<file path="src/design/scs_pkg.sv">
// Shared types, constants and exponential table builder for the softmax classifier.
package scs_pkg;

    localparam int EXP_DEPTH = 256;
    localparam int EXP_LOG2  = 8;
    localparam int EXP_W     = 17;
    localparam logic [63:0] ONE_Q30 = 64'd1 << 30;

    localparam int CFG_IDX_W  = 2;
    localparam int CFG_DATA_W = 16;
    localparam logic [CFG_IDX_W-1:0] REG_LEARNING_RATE   = 2'd0;
    localparam logic [CFG_IDX_W-1:0] REG_FEATURES_IN_USE = 2'd1;
    localparam logic [CFG_IDX_W-1:0] REG_CLASSES_IN_USE  = 2'd2;

    localparam logic [15:0] RATE_RESET = 16'd655;
    localparam logic [4:0]  NF_RESET   = 5'd16;
    localparam logic [3:0]  NC_RESET   = 4'd8;

    typedef logic [EXP_DEPTH:0][EXP_W-1:0] t_exp_tbl;

    typedef enum logic [4:0] {
        ST_CLEAR,
        ST_IDLE,
        ST_BIAS,
        ST_BIAS_LD,
        ST_SCORE,
        ST_DRAIN,
        ST_LOGIT,
        ST_EXP_RD,
        ST_EXP_D,
        ST_EXP_MUL,
        ST_EXP_ACC,
        ST_DIV_RD,
        ST_DIV_GO,
        ST_DIV_WAIT,
        ST_EMIT,
        ST_UPD_RE,
        ST_UPD_BIAS,
        ST_UPD,
        ST_UPD_DRAIN
    } t_state;

    typedef struct packed {
        logic clr_wr;
        logic feat_wr;
        logic bias_rd;
        logic acc_init;
        logic mac_issue;
        logic logit_wr;
        logic logit_rd;
        logic exp_d;
        logic exp_mul;
        logic exp_acc;
        logic ev_rd;
        logic div_start;
        logic emit;
        logic last;
        logic target;
        logic re_calc;
        logic bias_wr;
        logic upd_issue;
    } t_dp_cmd;

    typedef struct packed {
        logic div_done;
    } t_dp_sts;

    // exp(-x) in Q1.30 by a series through the x^16 term, 0 <= x <= 1.0
    function automatic logic [63:0] exp_neg_q30(input logic [63:0] x);
        logic [63:0] sum;
        logic [63:0] term;
        sum  = ONE_Q30;
        term = ONE_Q30;
        for (int k = 1; k <= 16; k++) begin
            term = ((term * x) >> 30) / 64'(k);
            if ((k % 2) == 1) begin
                sum = sum - term;
            end else begin
                sum = sum + term;
            end
        end
        return sum;
    endfunction

    function automatic t_exp_tbl exp_table_build();
        t_exp_tbl    tbl;
        logic [63:0] e1;
        logic [63:0] a;
        logic [63:0] v;
        e1 = exp_neg_q30(ONE_Q30);
        for (int i = 0; i <= EXP_DEPTH; i++) begin
            a = ((64'(i) * 64'd16) << 30) / EXP_DEPTH;
            v = exp_neg_q30(a & (ONE_Q30 - 64'd1));
            for (int n = 0; n < int'(a >> 30); n++) begin
                v = (v * e1) >> 30;
            end
            tbl[i] = EXP_W'((v + 64'd8192) >> 14);
        end
        return tbl;
    endfunction

endpackage

</file>
<file path="src/design/scs_ctrl.sv">
// Controller: sample sequencing, clearing pass and per-class loops.
module scs_ctrl #(
    parameter int MAX_FEATURES = 16,
    parameter int MAX_CLASSES  = 8
) (
    input  logic              i_clk,
    input  logic              i_rst_n,
    input  logic              i_start,
    input  logic              i_mode,
    input  logic [2:0]        i_true_label,
    input  logic [$clog2(MAX_FEATURES + 1)-1:0] i_nf,
    input  logic [$clog2(MAX_CLASSES + 1)-1:0]  i_nc,
    input  scs_pkg::t_dp_sts  i_sts,
    output scs_pkg::t_dp_cmd  o_cmd,
    output logic [$clog2(MAX_CLASSES)-1:0] o_cls,
    output logic [((MAX_FEATURES > 1) ? $clog2(MAX_FEATURES) : 1)-1:0] o_feat,
    output logic [((MAX_FEATURES > 1) ? $clog2(MAX_FEATURES) : 1)-1:0] o_feat_wr_idx,
    output logic [$clog2(MAX_CLASSES * MAX_FEATURES)-1:0] o_clr_addr,
    output logic              o_busy
);
    localparam int CW    = $clog2(MAX_CLASSES);
    localparam int NCW   = $clog2(MAX_CLASSES + 1);
    localparam int FW    = (MAX_FEATURES > 1) ? $clog2(MAX_FEATURES) : 1;
    localparam int FCW   = $clog2(MAX_FEATURES + 1);
    localparam int TOTAL = MAX_CLASSES * MAX_FEATURES;
    localparam int WAW   = $clog2(TOTAL);

    scs_pkg::t_state r_state, n_state;
    logic [CW-1:0]   r_cls, n_cls;
    logic [FW-1:0]   r_feat, n_feat;
    logic [FCW-1:0]  r_fcnt, n_fcnt;
    logic [WAW-1:0]  r_clr, n_clr;
    logic            r_drain, n_drain;
    logic            r_train, n_train;
    logic [2:0]      r_label, n_label;
    logic            last_cls;
    logic            last_feat;
    logic [FCW:0]    fcnt_inc;

    always_comb begin
        last_cls  = ((NCW + 1)'(r_cls) + 1'b1) == (NCW + 1)'(i_nc);
        last_feat = ((FCW + 1)'(r_feat) + 1'b1) == (FCW + 1)'(i_nf);
        fcnt_inc  = (FCW + 1)'(r_fcnt) + 1'b1;
    end

    always_comb begin
        n_state = r_state;
        n_cls   = r_cls;
        n_feat  = r_feat;
        n_fcnt  = r_fcnt;
        n_clr   = r_clr;
        n_drain = r_drain;
        n_train = r_train;
        n_label = r_label;
        o_cmd   = '0;
        o_cmd.last   = last_cls;
        o_cmd.target = ((CW + 3)'(r_label) == (CW + 3)'(r_cls));
        unique case (r_state)
            scs_pkg::ST_CLEAR: begin
                o_cmd.clr_wr = 1'b1;
                n_clr = r_clr + 1'b1;
                if (r_clr == WAW'(TOTAL - 1)) begin
                    n_state = scs_pkg::ST_IDLE;
                end
            end
            scs_pkg::ST_IDLE: begin
                if (i_start) begin
                    o_cmd.feat_wr = int'(r_fcnt) < MAX_FEATURES;
                    n_fcnt = FCW'(fcnt_inc);
                    if (fcnt_inc >= (FCW + 1)'(i_nf)) begin
                        n_fcnt  = '0;
                        n_train = i_mode;
                        n_label = i_true_label;
                        n_cls   = '0;
                        n_state = scs_pkg::ST_BIAS;
                    end
                end
            end
            scs_pkg::ST_BIAS: begin
                o_cmd.bias_rd = 1'b1;
                n_state = scs_pkg::ST_BIAS_LD;
            end
            scs_pkg::ST_BIAS_LD: begin
                o_cmd.acc_init = 1'b1;
                n_feat  = '0;
                n_state = scs_pkg::ST_SCORE;
            end
            scs_pkg::ST_SCORE: begin
                o_cmd.mac_issue = 1'b1;
                n_feat = r_feat + 1'b1;
                if (last_feat) begin
                    n_drain = 1'b0;
                    n_state = scs_pkg::ST_DRAIN;
                end
            end
            scs_pkg::ST_DRAIN: begin
                n_drain = 1'b1;
                if (r_drain) begin
                    n_state = scs_pkg::ST_LOGIT;
                end
            end
            scs_pkg::ST_LOGIT: begin
                o_cmd.logit_wr = 1'b1;
                if (last_cls) begin
                    n_cls   = '0;
                    n_state = scs_pkg::ST_EXP_RD;
                end else begin
                    n_cls   = r_cls + 1'b1;
                    n_state = scs_pkg::ST_BIAS;
                end
            end
            scs_pkg::ST_EXP_RD: begin
                o_cmd.logit_rd = 1'b1;
                n_state = scs_pkg::ST_EXP_D;
            end
            scs_pkg::ST_EXP_D: begin
                o_cmd.exp_d = 1'b1;
                n_state = scs_pkg::ST_EXP_MUL;
            end
            scs_pkg::ST_EXP_MUL: begin
                o_cmd.exp_mul = 1'b1;
                n_state = scs_pkg::ST_EXP_ACC;
            end
            scs_pkg::ST_EXP_ACC: begin
                o_cmd.exp_acc = 1'b1;
                if (last_cls) begin
                    n_cls   = '0;
                    n_state = scs_pkg::ST_DIV_RD;
                end else begin
                    n_cls   = r_cls + 1'b1;
                    n_state = scs_pkg::ST_EXP_RD;
                end
            end
            scs_pkg::ST_DIV_RD: begin
                o_cmd.ev_rd = 1'b1;
                n_state = scs_pkg::ST_DIV_GO;
            end
            scs_pkg::ST_DIV_GO: begin
                o_cmd.div_start = 1'b1;
                n_state = scs_pkg::ST_DIV_WAIT;
            end
            scs_pkg::ST_DIV_WAIT: begin
                if (i_sts.div_done) begin
                    n_state = r_train ? scs_pkg::ST_UPD_RE : scs_pkg::ST_EMIT;
                end
            end
            scs_pkg::ST_EMIT: begin
                o_cmd.emit = 1'b1;
                if (last_cls) begin
                    n_state = scs_pkg::ST_IDLE;
                end else begin
                    n_cls   = r_cls + 1'b1;
                    n_state = scs_pkg::ST_DIV_RD;
                end
            end
            scs_pkg::ST_UPD_RE: begin
                o_cmd.re_calc = 1'b1;
                o_cmd.bias_rd = 1'b1;
                n_state = scs_pkg::ST_UPD_BIAS;
            end
            scs_pkg::ST_UPD_BIAS: begin
                o_cmd.bias_wr = 1'b1;
                n_feat  = '0;
                n_state = scs_pkg::ST_UPD;
            end
            scs_pkg::ST_UPD: begin
                o_cmd.upd_issue = 1'b1;
                n_feat = r_feat + 1'b1;
                if (last_feat) begin
                    n_drain = 1'b0;
                    n_state = scs_pkg::ST_UPD_DRAIN;
                end
            end
            scs_pkg::ST_UPD_DRAIN: begin
                n_drain = 1'b1;
                // hold until the last write-back lands
                if (r_drain) begin
                    if (last_cls) begin
                        n_state = scs_pkg::ST_IDLE;
                    end else begin
                        n_cls   = r_cls + 1'b1;
                        n_state = scs_pkg::ST_DIV_RD;
                    end
                end
            end
            default: begin
                n_state = scs_pkg::ST_IDLE;
            end
        endcase
    end

    always_ff @(posedge i_clk) begin
        if (!i_rst_n) begin
            r_state <= scs_pkg::ST_CLEAR;
            r_cls   <= '0;
            r_feat  <= '0;
            r_fcnt  <= '0;
            r_clr   <= '0;
            r_drain <= 1'b0;
            r_train <= 1'b0;
            r_label <= '0;
        end else begin
            r_state <= n_state;
            r_cls   <= n_cls;
            r_feat  <= n_feat;
            r_fcnt  <= n_fcnt;
            r_clr   <= n_clr;
            r_drain <= n_drain;
            r_train <= n_train;
            r_label <= n_label;
        end
    end

    assign o_cls         = r_cls;
    assign o_feat        = r_feat;
    assign o_feat_wr_idx = r_fcnt[FW-1:0];
    assign o_clr_addr    = r_clr;
    assign o_busy        = r_state != scs_pkg::ST_IDLE;
endmodule

</file>
<file path="config.mk">
export PLATFORM = sky130hd
export DESIGN_NAME = scs_ctrl
export DESIGN_NICKNAME = d
export VERILOG_FILES = /design/src/design/scs_pkg.sv /design/src/design/scs_ctrl.sv
export SDC_FILE = /design/constraint.sdc
export NUM_CORES = 1
export LEC_CHECK = 0
export ABC_AREA = 1
export BUFFER_PORTS_ARGS = -buffer_cell sky130_fd_sc_hd__buf_2
export CAP_MARGIN = 0
export CORE_MARGIN = 3
export CORE_UTILIZATION = 30
export CTS_BUF_LIST = sky130_fd_sc_hd__clkbuf_2
export CTS_CLUSTER_DIAMETER = 80
export DETAILED_ROUTE_END_ITERATION = 12
export PLACE_DENSITY = 0.58
export RECOVER_POWER = 25
export SLEW_MARGIN = 20
export SYNTH_ARGS = -nofsm -noshare
export SYNTH_HDL_FRONTEND = slang
export SYNTH_SLANG_ARGS = --single-unit
</file>
<file path="constraint.sdc">
create_clock -name i_clk -period 2.77 [get_ports i_clk]
set_input_delay 0.1385 -clock i_clk [delete_from_list [all_inputs] [get_ports i_clk]]
set_output_delay 0.1385 -clock i_clk [all_outputs]
set_load 0.02 [all_outputs]
</file>
; After elaboration in Yosys (flattened, before gate mapping)
; Index checks and enable logic that the tools add are counted.
[totals]
wordCells = 102
out_inout_bits = 37
reg_bits = 29
[classes]
n_reduce_logical = 14
n_addsub = 6
n_eq_ne = 32
n_mux = 40
order_cmp = 2
[ops]
columns = cell, count
row1 = $pmux W5 S19, 1
row2 = $mux W5, 9
row3 = $eq A5 B4 Y1 const B, 8
row4 = $eq A5 B3 Y1 const B, 4
row5 = $mux W1, 19
row6 = $mux W3, 6
row7 = $ne A2 B2 Y1 const B, 8
row8 = $eq A5 B5 Y1 const B, 3
row9 = $pmux W3 S4, 1
row10 = $eq A5 B2 Y1 const B, 2
row11 = $reduce_or A2 Y1, 5
row12 = $mux W4, 2
row13 = $pmux W4 S2, 1
row14 = $reduce_and A8 Y1, 1
row15 = $add A7 B1 Y7 const B, 1
row16 = $eq A7 B7 Y1 const B, 1
row17 = $add A5 B1 Y6 const B, 1
row18 = $ge A6 B5 Y1, 1
row19 = $add A4 B1 Y5 const B, 1
row20 = $eq A5 B1 Y1 const B, 1
row21 = $eq A5 B5 Y1, 1
row22 = $logic_not A5 Y1, 1
row23 = $lt A5 B5 Y1 const B, 1
row24 = $ne A5 B1 Y1 const B, 1
row25 = other kinds (12), 14

; Depth between registers and ports, before layout
[logic_depth]
word_depth = 5
depth_mapped = 16
depth_no_buf = 16

; Worst setup path before layout
; OpenSTA, ideal clock, no wires.
[synth_timing]
kind = register -> register
start = reg r_fcnt[0]
end = reg r_state[4]
required_ns = 2.657
setup_slack_ns = 0.745
arrival_time_ns = 1.913
path_stages_with_launch = 15
synth_period_minus_slack_ns = 2.025
path_buffers = 0
setup_ns = 0.113
path_cell_list = dfxtp_1 > ha_1 > nand3_1 > xor2_1 > inv_1 > ha_1 > and3_1 > nand2_1 > nand3_1 > nor2_1 > nor2_4 > nand2_2 > nand2_1 > nand2_1 > nor2_1
[synth_via]
elab_chain_cells = 4
[synth_lines]
columns = item, line
row1 = "start, declared", scs_ctrl.sv:31  ; logic [FCW-1:0] r_fcnt, n_fcnt;
row2 = "start signal, assigned", scs_ctrl.sv:206  ; r_fcnt <= n_fcnt;
row3 = $add A5 B1 Y6, scs_ctrl.sv:43  ; fcnt_inc = (FCW + 1)'(r_fcnt) + 1'b1;
row4 = $ge A6 B5 Y1, scs_ctrl.sv:70  ; if (fcnt_inc >= (FCW + 1)'(i_nf)) begin
row5 = $ne A2 B2 Y1 (no line), --
row6 = $reduce_and A8 Y1 (no line), --
row7 = "end signal, assigned", scs_ctrl.sv:194  ; r_state <= scs_pkg::ST_CLEAR;
row8 = "end signal, assigned", scs_ctrl.sv:203  ; r_state <= n_state;
row9 = "end, declared", scs_ctrl.sv:28  ; scs_pkg::t_state r_state, n_state;
; Every way passes these cells.
; A chain may end at the register's enable or synchronous reset.

; Worst setup path in the final report
[layout_timing]
start = reg r_fcnt[0]
end = reg r_state[0]
; The elaborated chain is that of the path after synthesis.

==> metrics.csv <==
stage;metric;value;unit
clock_network;cts.repair.resized;0;
floorplan;initial_core_util;31.9;%
logic_synthesis;synthDominantCellAreaShare;26.1;%
timing;rsz0062_at_grt;no;
power;cellLeakagePower;1.43;nW
logic_synthesis;syn_nets;390;
timing;post-route-period-util;81.1;%
timing;hold_viol_final;0;
worst_setup_path;r2r_end;r_state[0]$_SDFFE_PN0P_;
timing;slew_violations;0;
timing;relSlewSlack;60.5;%
min_path;hp-class;input pin to flop;
routing;wirelength;5910;µm
job;max-cap-violations;0;
timing;worstMarginPinSlew;591;ps
worst_setup_path;r2r_cells;14;
timing;fin_setup_tns;0;ps
logic_synthesis;yosys_warnings;0;
floorplan;fp.dieH;92.1;µm
min_path;hp-start;i_true_label[0];
place;hpwlAfterDp;4710;µm
routing;first_pass_iters;4;
global_route;grt_pass1_wl;9690;µm
routing;avgViaCountPerCell;4.50;
clock_network;post_cts_buffers;0;
timing;fmax;0.445;GHz
logic_synthesis;yosysSeqAreaShare;26.1;%
logic_synthesis;synthCells;364;
logic_synthesis;postSynthAreaPerCell;6.11;µm²
global_route;grt_usage;14.1;%
timing;fin_skew;19.2;ps
global_route;grt_pass1_vias;2146;
clock_network;path_clk_slew;180;ps
power;p_per_area;610;nW/µm²
logic_synthesis;ys_ff_latch;29;
routing;drc_errors;0;
clock_network;cts_buffers;5;
power;p_total;1.59;mW
place;port-buffer-count;53;
clock_network;cts.sinks;29;
worst_setup_path;rrSetupSlack;520;ps
power;peakVddDrop;148;µV
global_route;antenna_found_initial;0;
min_path;hold_end;r_label[0]$_SDFFE_PN0P_;
logic_synthesis;synth_area_leaders;dfxtp_1 (26%), nand2_1 (15%), nor2_1 (8.4%);
logic_synthesis;yosysTopAreaCell;dfxtp_1;
final_layout;fillers;805;
final_layout;seq_area;581;µm²
floorplan;io-pin-count;54;
timing;period_needed;2250;ps
final_layout;multi_input_area;1370;µm²
worst_setup_path;startpoint_type;flop;
place;place_ws;571;ps
worst_setup_path;path_max_fanout;5;
routing;ant_nets;0;
clock_network;clk_latency;370;ps
floorplan;num_rows;30;
place;gp_congestion;0.882;
floorplan;die_area;8480;µm²
final_layout;nets;445;
routing;wl_per_cell;11.4;µm
logic_synthesis;synth_cell_types;27;
worst_setup_path;worst-setup-path-type;flop to flop;
final_layout;area_growth;17.0;%
routing;drtIter0Drc;79;
routing;vias;2323;
min_path;hold-path-cell-count;3;
global_route;grt_max_degree;17;
global_route;grt_overflow;0;
timing;worst_slack;522;ps
worst_setup_path;crit_arrival;2530;ps
floorplan;coreArea;6980;µm²
clock_network;cts-htree-levels;2;
logic_synthesis;synth_area;2220;µm²
worst_setup_path;end_kind;flop;
final_layout;n_antenna_cell;0;
clock_network;clock_path_buffers;2;
clock_network;cts_tree;built;
worst_setup_path;critPathLaunch;r_fcnt[0]$_SDFFE_PN0P_;
final_layout;layout-drive-gt1-share;20.7;%
timing;setup_violations;0;
run_status;status;completed;
worst_setup_path;regToRegStartpoint;r_fcnt[0]$_SDFFE_PN0P_;
floorplan;die_w;92.1;µm
clock_network;cts-root-buf;clkbuf_2;
worst_setup_path;cp.required;3050;ps
[timing repair]
item / in CTS / in global routing
endpoints found under the setup margin: 0 / 0
endpoints found under the hold margin: 3 / 0
hold buffers: 3 / 0
[critical path, stage by stage (launching register included)]
cell and delay, ps:
dfxtp_1 460, ha_1 210, nand3_1 100, xor2_1 150, inv_1 80, ha_1 280
and3_1 180, nand2_1 80, nand3_1 130, nor2_1 200, nor2_4 70, nand2_2 80
nand2_1 60, nand2_1 60, nor2_1 40
[how the worst max path moves through the flow]
stage,end,slack (ps),cells past startpoint
2_1_floorplan,r_state[4]$_SDFFE_PN0P_,740,14
3_3_place_gp,r_state[4]$_SDFFE_PN0P_,660,14
3_5_place_dp,r_state[4]$_SDFFE_PN0P_,570,14
4_1_cts,r_state[0]$_SDFFE_PN0P_,520,14
5_1_grt,r_state[0]$_SDFFE_PN0P_,320,14
6_report,r_state[0]$_SDFFE_PN0P_,520,14
[per-layer routing]
layer	vias up	track usage, %	part of all wire (%)	wire length (µm)
met4	0	5.45	2.1	126
met1	999	18.1	48	2820
met5	-	0	0	0
li1	1247	-	-	-
met2	65	22.5	45	2630
met3	12	3.53	5.6	328
[Yosys cell counts]
master and number:
a21oi_1 20, nand2_4 1, nor2_4 7, nor3_1 3
nor2_2 7, clkbuf_1 1, nand3b_1 1, o21ai_0 4
nor2_1 50, xor2_1 8, dfxtp_1 29, buf_2 1
nor3_2 1, xnor2_1 1, a211oi_1 2, nand3_1 35
inv_1 45, nand2_1 91, o21ai_1 9, ha_1 9
inv_2 13, and3_1 1, o21a_1 1, nand3_2 1
buf_4 6, nand4_1 5, nand2_2 12
[report_power, final]
part	total (mW)	internal, mW	switching (mW)	leakage (nW)
registers	0.563	0.473	0.0895	0.235
logic	0.801	0.268	0.533	1.17
clock network	0.223	0.0590	0.164	0.0287
total	1.59	0.801	0.786	1.43
[cell families (layout without fill, tap and decap cells)]
family          count (synthesis)  count (layout)  synth area share [%]
buf+inv                        66             122                  12.2
simple gates                  215             215                  44.7
xor+xnor                        9               9                  3.54
fa+ha+maj                       9               9                  5.06
compound gates                 36              36                  8.44
flops                          29              29                  26.1
[flip-flops by register name, summed over array words and instances, names as in the netlist]
register and count:
o_clr_addr 7, o_cls 3, o_feat 4, r_drain 1
r_fcnt 5, r_label 3, r_state 5, r_train 1
[cells in the final DEF, fill, tap and decap left out, types with 5 or more instances in the layout]
cell type / instances
a21oi_1: 20
o21ai_1: 9
dfxtp_1: 29
nor2_1: 51
nor2_4: 6
nand4_1: 5
nand2_2: 12
xor2_1: 8
inv_1: 45
ha_1: 9
inv_2: 13
clkbuf_2: 5
clkbuf_1: 15
nand3_1: 35
nand2_1: 91
buf_2: 38
nor2_2: 7
[metrics by stage]
stage               cells  utilization (%)  instance area, µm²  hold slack [ps]
finish                516             37.3                2600             23.7
global route          516             37.3                2600             8.43
CTS                   516             37.7                2630             5.70
detailed placement    505             36.6                2560              389
global placement      505             36.6                2560              381
floorplan             364                -                2220              277
[final cells by class]
cell class | count | share of cell area, %
Clock buffer | 5 | 0.962
Clock inverter | 3 | 0.673
Inverter | 58 | 8.37
Multi-Input combinational cell | 269 | 52.5
Sequential cell | 29 | 22.3
Tap cell | 96 | 4.62
Timing Repair Buffer | 56 | 10.6
(Power assumes the default switching activity.)
